## config.mk

```make
export PLATFORM = sky130hd
export DESIGN_NAME = three_voice_tone_noise_envelope_psg_top
export DESIGN_NICKNAME = d
export VERILOG_FILES = /design/src/design/tvpsg_pkg.sv /design/src/design/three_voice_tone_noise_envelope_psg_top.sv
export SDC_FILE = /design/constraint.sdc
export NUM_CORES = 1
export LEC_CHECK = 0
export BUFFER_PORTS_ARGS = -buffer_cell sky130_fd_sc_hd__clkbuf_2
export CAP_MARGIN = 20
export CORE_MARGIN = 8
export CORE_UTILIZATION = 35
export DETAILED_ROUTE_END_ITERATION = 10
export PLACE_DENSITY = 0.48
export SYNTH_ARGS = -nofsm -noshare
export SYNTH_HDL_FRONTEND = slang
export SYNTH_SLANG_ARGS = --single-unit
```

## constraint.sdc

```tcl
create_clock -name clock -period 10.9 [get_ports clock]
set_input_delay 1.635 -clock clock [delete_from_list [all_inputs] [get_ports clock]]
set_output_delay 1.635 -clock clock [all_outputs]
set_load 0.03 [all_outputs]
```

## src/design/tvpsg_pkg.sv

```systemverilog
`default_nettype none
// ----------------------------------------------------------------------------
// tvpsg_pkg
// register map, envelope shape table and shared constants of the sound generator
// ----------------------------------------------------------------------------
package tvpsg_pkg;

   localparam int CHANNELS_DEF = 3;
   localparam int MAX_CHANNELS = 3;

   // register map
   localparam logic [3:0] REG_TONE_A_LO = 4'd0;
   localparam logic [3:0] REG_NOISE     = 4'd6;
   localparam logic [3:0] REG_MIXER     = 4'd7;
   localparam logic [3:0] REG_VOL_A     = 4'd8;
   localparam logic [3:0] REG_ENV_LO    = 4'd11;
   localparam logic [3:0] REG_ENV_HI    = 4'd12;
   localparam logic [3:0] REG_SHAPE     = 4'd13;
   localparam int         REG_STORED    = 13;   // registers 0..12 kept as bytes

   // item kinds
   localparam logic MODE_WRITE = 1'b0;
   localparam logic MODE_TICK  = 1'b1;

   localparam logic [16:0] LFSR_TAPS  = 17'h12000;
   localparam logic [16:0] LFSR_RESET = 17'h00001;
   localparam logic [5:0]  ENV_STEPS  = 6'd48;
   localparam logic [5:0]  ENV_LOOP   = 6'd16;

   typedef enum logic [1:0] {
      SEG_FALL = 2'd0,
      SEG_RISE = 2'd1,
      SEG_LOW  = 2'd2,
      SEG_HIGH = 2'd3
   } seg_kind_type;

   // segment kind for each shape and each sixteen-step segment
   function automatic seg_kind_type seg_kind(input logic [2:0] shape, input logic [1:0] seg);
      seg_kind_type k;
      k = SEG_FALL;
      case (shape)
         3'd0: k = SEG_FALL;
         3'd1: k = (seg == 2'd0) ? SEG_FALL : SEG_LOW;
         3'd2: k = (seg == 2'd1) ? SEG_RISE : SEG_FALL;
         3'd3: k = (seg == 2'd0) ? SEG_FALL : SEG_HIGH;
         3'd4: k = SEG_RISE;
         3'd5: k = (seg == 2'd0) ? SEG_RISE : SEG_HIGH;
         3'd6: k = (seg == 2'd1) ? SEG_FALL : SEG_RISE;
         default: k = (seg == 2'd0) ? SEG_RISE : SEG_LOW;
      endcase
      return k;
   endfunction

   function automatic logic [3:0] env_level(input logic [2:0] shape, input logic [5:0] step);
      logic [5:0]   s;
      logic [3:0]   lvl;
      seg_kind_type k;
      s = (step >= ENV_STEPS) ? (ENV_STEPS - 6'd1) : step;
      k = seg_kind(shape, s[5:4]);
      unique case (k)
         SEG_FALL: lvl = 4'd15 - s[3:0];
         SEG_RISE: lvl = s[3:0];
         SEG_LOW:  lvl = 4'd0;
         default:  lvl = 4'd15;
      endcase
      return lvl;
   endfunction

endpackage
`default_nettype wire

```

## src/design/three_voice_tone_noise_envelope_psg_top.sv

```systemverilog
`default_nettype none
// ----------------------------------------------------------------------------
// three_voice_tone_noise_envelope_psg_top
// three-voice tone, noise and envelope sound generator with one-item pipeline
// ----------------------------------------------------------------------------
// Each req item is either a register write (req_mode low) or one tick of the
// divided chip clock (req_mode high), and each one gives exactly one rsp item
// holding the three gated 4-bit channel levels taken after that item's effect.
// An item's tone, noise and envelope counters, the 17-bit noise shifter and
// the register file update in a single pass of logic, and the levels formed
// from the new state land in the result register, so the block takes a new
// item every cycle while req_stall is low. req_stall
// is only raised while a result is held and rsp_stall is high. Registers 0..5
// hold tone periods, 6 the noise period, 7 the mixer, 8..10 the volumes,
// 11 and 12 the envelope period, 13 the envelope shape; a zero period counts
// as one and writes to 14 or 15 are ignored. Channels at or above CHANNELS
// stay silent and their tone counters stand still.
// ----------------------------------------------------------------------------
module three_voice_tone_noise_envelope_psg_top #(
   parameter int CHANNELS = tvpsg_pkg::CHANNELS_DEF
) (
   input  wire logic       clock,
   input  wire logic       reset,
   input  wire logic       req_valid,
   output logic            req_stall,
   input  wire logic       req_mode,
   input  wire logic [3:0] req_reg_addr,
   input  wire logic [7:0] req_reg_data,
   output logic            rsp_valid,
   input  wire logic       rsp_stall,
   output logic [3:0]      rsp_level_a,
   output logic [3:0]      rsp_level_b,
   output logic [3:0]      rsp_level_c
);
   import tvpsg_pkg::*;

   // architectural state
   logic [7:0]  regs_ff     [REG_STORED];
   logic [7:0]  regs_in     [REG_STORED];
   logic [11:0] tone_cnt_ff [MAX_CHANNELS];
   logic [11:0] tone_cnt_in [MAX_CHANNELS];
   logic [MAX_CHANNELS-1:0] phase_ff, phase_in;
   logic [5:0]  noise_cnt_ff, noise_cnt_in;
   logic [16:0] lfsr_ff, lfsr_in;
   logic [16:0] env_cnt_ff, env_cnt_in;
   logic [5:0]  env_step_ff, env_step_in;
   logic [2:0]  shape_ff, shape_in;

   // result register
   logic        rsp_valid_ff;
   logic [3:0]  level_ff [MAX_CHANNELS];
   logic [3:0]  level_in [MAX_CHANNELS];

   logic        req_accept;

   // the result register frees as soon as its item is taken
   assign req_stall  = rsp_valid_ff & rsp_stall;
   assign req_accept = req_valid & ~req_stall;

   // next state for the item on the req side
   always_comb begin
      logic [11:0] tone_per;
      logic [11:0] tone_inc;
      logic [4:0]  noise_per;
      logic [5:0]  noise_inc;
      logic [15:0] env_per;
      logic [16:0] env_inc;
      logic [5:0]  step_inc;

      tone_per     = 12'd0;
      tone_inc     = 12'd0;
      noise_per    = 5'd0;
      noise_inc    = 6'd0;
      env_per      = 16'd0;
      env_inc      = 17'd0;
      step_inc     = 6'd0;

      regs_in      = regs_ff;
      tone_cnt_in  = tone_cnt_ff;
      phase_in     = phase_ff;
      noise_cnt_in = noise_cnt_ff;
      lfsr_in      = lfsr_ff;
      env_cnt_in   = env_cnt_ff;
      env_step_in  = env_step_ff;
      shape_in     = shape_ff;

      if (req_mode == MODE_TICK) begin
         // tone counters, each toggles its square phase on expiry
         for (int i = 0; i < MAX_CHANNELS; i++) begin
            tone_per = {regs_ff[2*i+1][3:0], regs_ff[2*i]};
            if (tone_per == 12'd0) tone_per = 12'd1;
            tone_inc = tone_cnt_ff[i] + 12'd1;
            if (i < CHANNELS) begin
               if (tone_inc >= tone_per) begin
                  tone_cnt_in[i] = 12'd0;
                  phase_in[i]    = ~phase_ff[i];
               end else begin
                  tone_cnt_in[i] = tone_inc;
               end
            end
         end

         // noise counter runs at half rate against the period
         noise_per = regs_ff[REG_NOISE][4:0];
         if (noise_per == 5'd0) noise_per = 5'd1;
         noise_inc = noise_cnt_ff + 6'd1;
         if (noise_inc >= {noise_per, 1'b0}) begin
            noise_cnt_in = 6'd0;
            lfsr_in      = (lfsr_ff[0] ? LFSR_TAPS : 17'd0) ^ {1'b0, lfsr_ff[16:1]};
         end else begin
            noise_cnt_in = noise_inc;
         end

         // envelope counter and step index, looping back to the second segment
         env_per = {regs_ff[REG_ENV_HI], regs_ff[REG_ENV_LO]};
         if (env_per == 16'd0) env_per = 16'd1;
         env_inc = env_cnt_ff + 17'd1;
         if (env_inc >= {env_per, 1'b0}) begin
            env_cnt_in = 17'd0;
            step_inc   = env_step_ff + 6'd1;
            env_step_in = (step_inc >= ENV_STEPS) ? ENV_LOOP : step_inc;
         end else begin
            env_cnt_in = env_inc;
         end
      end else begin
         if (req_reg_addr == REG_SHAPE) begin
            // shapes without the continue bit fold onto their equivalents
            if (!req_reg_data[3]) shape_in = req_reg_data[2] ? 3'd7 : 3'd1;
            else                  shape_in = req_reg_data[2:0];
            env_step_in = 6'd0;
            env_cnt_in  = 17'd0;
         end else if (req_reg_addr < REG_SHAPE) begin
            regs_in[req_reg_addr] = req_reg_data;
         end
      end
   end

   // mixer and level select, from the state after this item
   always_comb begin
      logic [3:0] env_lvl;
      logic [7:0] vol;
      logic       tone_ok;
      logic       noise_ok;
      env_lvl = env_level(shape_in, env_step_in);
      for (int i = 0; i < MAX_CHANNELS; i++) begin
         vol      = regs_in[int'(REG_VOL_A) + i];
         tone_ok  = regs_in[REG_MIXER][i]   | phase_in[i];
         noise_ok = regs_in[REG_MIXER][i+3] | lfsr_in[0];
         if ((i < CHANNELS) && tone_ok && noise_ok) begin
            level_in[i] = vol[4] ? env_lvl : vol[3:0];
         end else begin
            level_in[i] = 4'd0;
         end
      end
   end

   always_ff @(posedge clock) begin
      if (reset) begin
         for (int r = 0; r < REG_STORED; r++) regs_ff[r] <= 8'd0;
         for (int i = 0; i < MAX_CHANNELS; i++) tone_cnt_ff[i] <= 12'd0;
         phase_ff     <= '0;
         noise_cnt_ff <= 6'd0;
         lfsr_ff      <= LFSR_RESET;
         env_cnt_ff   <= 17'd0;
         env_step_ff  <= 6'd0;
         shape_ff     <= 3'd0;
         rsp_valid_ff <= 1'b0;
      end else begin
         if (req_accept) begin
            regs_ff      <= regs_in;
            tone_cnt_ff  <= tone_cnt_in;
            phase_ff     <= phase_in;
            noise_cnt_ff <= noise_cnt_in;
            lfsr_ff      <= lfsr_in;
            env_cnt_ff   <= env_cnt_in;
            env_step_ff  <= env_step_in;
            shape_ff     <= shape_in;
            rsp_valid_ff <= 1'b1;
         end else if (!rsp_stall) begin
            rsp_valid_ff <= 1'b0;
         end
      end
   end

   // result payload, no reset needed
   always_ff @(posedge clock) begin
      if (req_accept) begin
         level_ff <= level_in;
      end
   end

   assign rsp_valid   = rsp_valid_ff;
   assign rsp_level_a = level_ff[0];
   assign rsp_level_b = level_ff[1];
   assign rsp_level_c = level_ff[2];

endmodule
`default_nettype wire
```

==> metrics list <==
- Hold-fix buffers, CTS: 0
- The synthesized design contains 12 enable-type register cells.
- Die footprint: around 34000 sq um
* Biggest fanout along the worst timing path: 9
- Final setup vio count: 0
- The clock passes through at most 2 buffers.
- STA classifies the critical path startpoint as a register.
- For this run, design rule violations remaining after detail routing come to 0.
- The worst register-to-register path has a setup slack of around 6.4 ns.
- Number of flip-flops and latches in the synthesized netlist: 179
- Antenna violations before repair: 0
- Period Utilization, post-route: 0.409
* Slew at the pin closest to its max-slew limit: a little over 1 ns
- Post-route standard cell area excluding fillers: 11200 sq um
- The worst register-to-register path begins at env_cnt_ff[0]$_SDFFE_PP0P_.
* Commonest non-fill, non-tap cell in the layout: sky130_fd_sc_hd__dfxtp_1
- Share of total power consumed by net switching: 0.253
- The share of the Yosys chip area taken by registers is 0.369.
- Maximum number of pins on one net before global-route repair: between 90 and 100
- Among all flip-flop cells after synthesis, the most frequent one is sky130_fd_sc_hd__dfxtp_1.
- The initialized floorplan defines 62 standard-cell rows.
- Cell Area, Placed: between 10000 and 15000 sq um
- Antenna Diode Count: 0
- Across every metal layer, demand over resource in global routing totals 0.149.
- Cell internal power was estimated by the tool at between 0.001 and 0.0015 W.
- Post-synth design cell area: ~10000 sq um
* Vias in the first global route: a little under 8k
- Endpoint of the most critical register-to-register path: rsp_level_c[3]$_SDFFCE_PN0P_
- Synth top area share: 0.333
* Ports: 31
- Clock latency on the worst-skew pair, taken at its later pin, is 0.44 ns.
- In the final routed layout, each cell accounts on average for about 16 um.
- For this design the ratio of total power to cell area is 135 nW/um^2.
* Post-Syn Nets: between 1k and 1.5k
* Post_cts resized: 0
- In this run the tightest slew margin relative to its limit is 0.309.
- Cells on Worst Hold Path: 2
- After synthesis, the netlist uses between 60 and 70 different library cells.
* IR drop worst, VDD: between 0.09 and 0.1 mV
- The path class of the tightest hold or removal check is reg -> reg.
- Overall power consumption after layout is estimated at about 0.0015 W.
- Counting the fill cells in the layout gives 2957.
* Hold Fails Final Rpt: 0
- Synthesis produced roughly 1.2k cells.
- In this run the vertical extent of the chip is 185 um.
* Clock transition at the registers of the reported paths: ~0.070 ns
- Number of nets still failing antenna checks after routing: 0
- The total overflow left after global routing is 0.
* Leading area contributor after synthesis: sky130_fd_sc_hd__dfxtp_1
- Layout net count: around 1.3k
- Timing would allow up to 224 MHz.
- CTS saw 179 sinks.
- The path with the worst hold slack has its endpoint at lfsr_ff[6]$_SDFFE_PP0P_.
- Via-to-Cell Ratio: just over 5
- Met3 Wirelength: 592 um
- Of the total power, registers draw 0.452.
* Worst hold path startpoint: lfsr_ff[7]$_SDFFE_PP0P_
- Cts bufs inserted: 17
* Final HPWL DP: ~17000 um
- Wire length of the first global-routing pass: around 41000 um
* P&R area growth vs syn: 11.1%
- The critical path in this run is classified as reg -> reg.
- Averaged over all synthesized cells, the footprint is ~8.3 sq um.
- Once placement completed, the tool counted placed cells totaling 1566.
- After detailed routing, the met2 layer carries 11500 um of wire.
* TritonCTS clock tree: built
* Endpoint kind of the worst setup timing path: register
- Counting flops with an async set or reset pin after synthesis yields a share of 0.
- Unrepaired setup endpoints after global routing: no
- Fraction of power consumed by the clock network: 0.455
- Detailed-route wire length on metal 1: ~13000 um
- The number of setup buffers added after CTS is 0.
- The analysis attributes to net switching a power of roughly 0.00038 W.
* Signal arrival time at the worst endpoint: approximately 4.7 ns
* Number of pins with negative max-slew slack in the final report: 0
- Vias: approximately 8.2k
- The routed design could run at a clock period as short as ~4.5 ns.
- Highest Signal Layer: met4
- The clock arrives with between 0.015 and 0.02 ns of skew.
* Post-layout util: 0.392
* Run status: finished, final reports clean
- Combinational power share: 0.093
- DRT Wirelength: between 20000 and 30000 um
- Routability-driven placement finished with a final weighted congestion of 0.813.
- Violation count after the first detailed-routing iteration: between 300 and 400
* DR pass1 iterations: 7
- For the final routed database, the setup TNS stands at 0 ns.
- In the final layout, the share of cells above drive strength 1 is 0.0931.
- Reg2Reg Depth: 16
- Leading post-synthesis cells by cell area: sky130_fd_sc_hd__dfxtp_1, sky130_fd_sc_hd__ha_1, sky130_fd_sc_hd__mux2i_1
- Root Buffer: sky130_fd_sc_hd__clkbuf_16
- The core region is 28500 sq um.
- H-tree depth: 4
* Number of max-capacitance violations reported: 0
* Initial core utilization: 0.353
- Leading cell types in the layout, fill and taps excluded: sky130_fd_sc_hd__dfxtp_1, sky130_fd_sc_hd__nor2_1, sky130_fd_sc_hd__nand2_1, sky130_fd_sc_hd__a21oi_1, sky130_fd_sc_hd__nand3_1
* Final instance count without filler cells: roughly 1.6k
* Leakage power of the design: roughly 4.5 nW
- Yosys warns: 0
- IO buf count: 30
- Overall die width: approximately 190 um
* Worst Path Required: between 10 and 15 ns
## per-stage QoR
step | worst slack, ns | hold WS (ns)
floorplan | 6.95 | 0.432
finish | 6.44 | 0.454
global route | 6.07 | 0.474
detailed placement | 6.47 | 0.447
global placement | 6.34 | 0.442
CTS | 6.43 | 0.457
## critical path, stage by stage, from the launching register on
cell and delay (ns):
sky130_fd_sc_hd__dfxtp_1 0.39, sky130_fd_sc_hd__ha_1 0.21, sky130_fd_sc_hd__nand3_1 0.14, sky130_fd_sc_hd__nor2_1 0.26, sky130_fd_sc_hd__nand2_1 0.11, sky130_fd_sc_hd__nor2_1 0.20, sky130_fd_sc_hd__nand3_1 0.12, sky130_fd_sc_hd__xnor2_1 0.16
sky130_fd_sc_hd__ha_1 0.33, sky130_fd_sc_hd__nand4_2 0.15, sky130_fd_sc_hd__or3_1 0.39, sky130_fd_sc_hd__o22a_2 0.27, sky130_fd_sc_hd__a31oi_4 0.29, sky130_fd_sc_hd__a22oi_1 0.18, sky130_fd_sc_hd__a211oi_4 0.34, sky130_fd_sc_hd__xor3_2 0.44
sky130_fd_sc_hd__a211oi_1 0.28
## worst max path at each step
| stage | slack [ns] | to | depth (start not counted) | startpoint |
|---|---|---|---|---|
| 2_1_floorplan | 6.95 | rsp_level_a[1]$_SDFFCE_PN0P_ | 16 | env_cnt_ff[0]$_SDFFE_PP0P_ |
| 6_report | 6.44 | rsp_level_c[3]$_SDFFCE_PN0P_ | 16 | env_cnt_ff[0]$_SDFFE_PP0P_ |
| 5_1_grt | 6.07 | rsp_level_c[3]$_SDFFCE_PN0P_ | 17 | env_cnt_ff[0]$_SDFFE_PP0P_ |
| 4_1_cts | 6.43 | rsp_level_c[3]$_SDFFCE_PN0P_ | 16 | env_cnt_ff[0]$_SDFFE_PP0P_ |
| 3_5_place_dp | 6.47 | rsp_level_c[3]$_SDFFCE_PN0P_ | 16 | env_cnt_ff[0]$_SDFFE_PP0P_ |
| 3_3_place_gp | 6.34 | lfsr_ff[6]$_SDFFE_PP0P_ | 7 | req_mode |
## routing by layer
metal,up-vias,GRT usage
li1,4225,-
met5,-,0
met4,0,0.0487
met3,24,0.0249
met1,3894,0.198
met2,91,0.244
## power groups by stage
| stage | Combinational (W) | Clock, W | Sequential [W] |
|---|---|---|---|
| after floorplan | 0.0000918 | 0 | 0.000700 |
| after global placement | 0.000140 | 0 | 0.000694 |
| after detailed placement | 0.000141 | 0 | 0.000694 |
| after CTS | 0.000141 | 0.000706 | 0.000679 |
| after global routing | 0.000154 | 0.000729 | 0.000680 |
| final | 0.000139 | 0.000684 | 0.000679 |
## registers in the layout, summed over array words and instances (netlist names), 6 cells and up
name,flops
env_cnt_ff,17
lfsr_ff,17
regs_ff,78
env_step_ff,6
noise_cnt_ff,6
tone_cnt_ff,36
## layout make-up
type | instances | area [sq um] | area share
Tap cell | 384 | 480 | 0.0431
Clock inverter | 12 | 188 | 0.0168
Multi-Input combinational cell | 897 | 5820 | 0.522
Clock buffer | 20 | 467 | 0.0419
Timing Repair Buffer | 41 | 246 | 0.0221
Sequential cell | 179 | 3700 | 0.332
Inverter | 65 | 244 | 0.0219
## synth_stat cells, types with 3 or more instances
master and count:
sky130_fd_sc_hd__a31oi_1 8, sky130_fd_sc_hd__nor2b_1 9, sky130_fd_sc_hd__o21ai_0 31, sky130_fd_sc_hd__a21oi_1 95
sky130_fd_sc_hd__nand2_1 132, sky130_fd_sc_hd__nand4_1 7, sky130_fd_sc_hd__a2bb2oi_1 4, sky130_fd_sc_hd__o211ai_1 6
sky130_fd_sc_hd__or2_2 6, sky130_fd_sc_hd__xnor2_1 25, sky130_fd_sc_hd__a21o_1 11, sky130_fd_sc_hd__mux2i_1 56
sky130_fd_sc_hd__a211o_1 3, sky130_fd_sc_hd__nand3b_1 21, sky130_fd_sc_hd__o21ai_1 3, sky130_fd_sc_hd__nor3_1 13
sky130_fd_sc_hd__clkbuf_1 55, sky130_fd_sc_hd__o221ai_1 3, sky130_fd_sc_hd__a31o_2 4, sky130_fd_sc_hd__mux2_2 12
sky130_fd_sc_hd__xor3_2 3, sky130_fd_sc_hd__nand3_1 69, sky130_fd_sc_hd__and2_1 3, sky130_fd_sc_hd__and3_1 31
sky130_fd_sc_hd__a211oi_1 18, sky130_fd_sc_hd__xor2_1 29, sky130_fd_sc_hd__a32oi_1 5, sky130_fd_sc_hd__clkbuf_8 3
sky130_fd_sc_hd__dfxtp_1 167, sky130_fd_sc_hd__or3_1 5, sky130_fd_sc_hd__nor4_1 12, sky130_fd_sc_hd__o21a_1 4
sky130_fd_sc_hd__edfxtp_1 12, sky130_fd_sc_hd__inv_1 65, sky130_fd_sc_hd__ha_1 63, sky130_fd_sc_hd__nand2b_1 8
sky130_fd_sc_hd__a22oi_1 22, sky130_fd_sc_hd__nor2_1 140
## kinds of logic after synthesis
| family | count (synthesis) | synth area share |
|---|---|---|
| and+or+nand+nor | 468 | 0.219 |
| buffers and inverters | 127 | 0.0517 |
| DFF | 179 | 0.369 |
| xor gates and xnor gates | 57 | 0.0546 |
| adders and majority gates | 63 | 0.0785 |
| AOI/OAI and AO/OA | 241 | 0.158 |
| muxes | 68 | 0.0693 |
(Power assumes the default switching activity.)
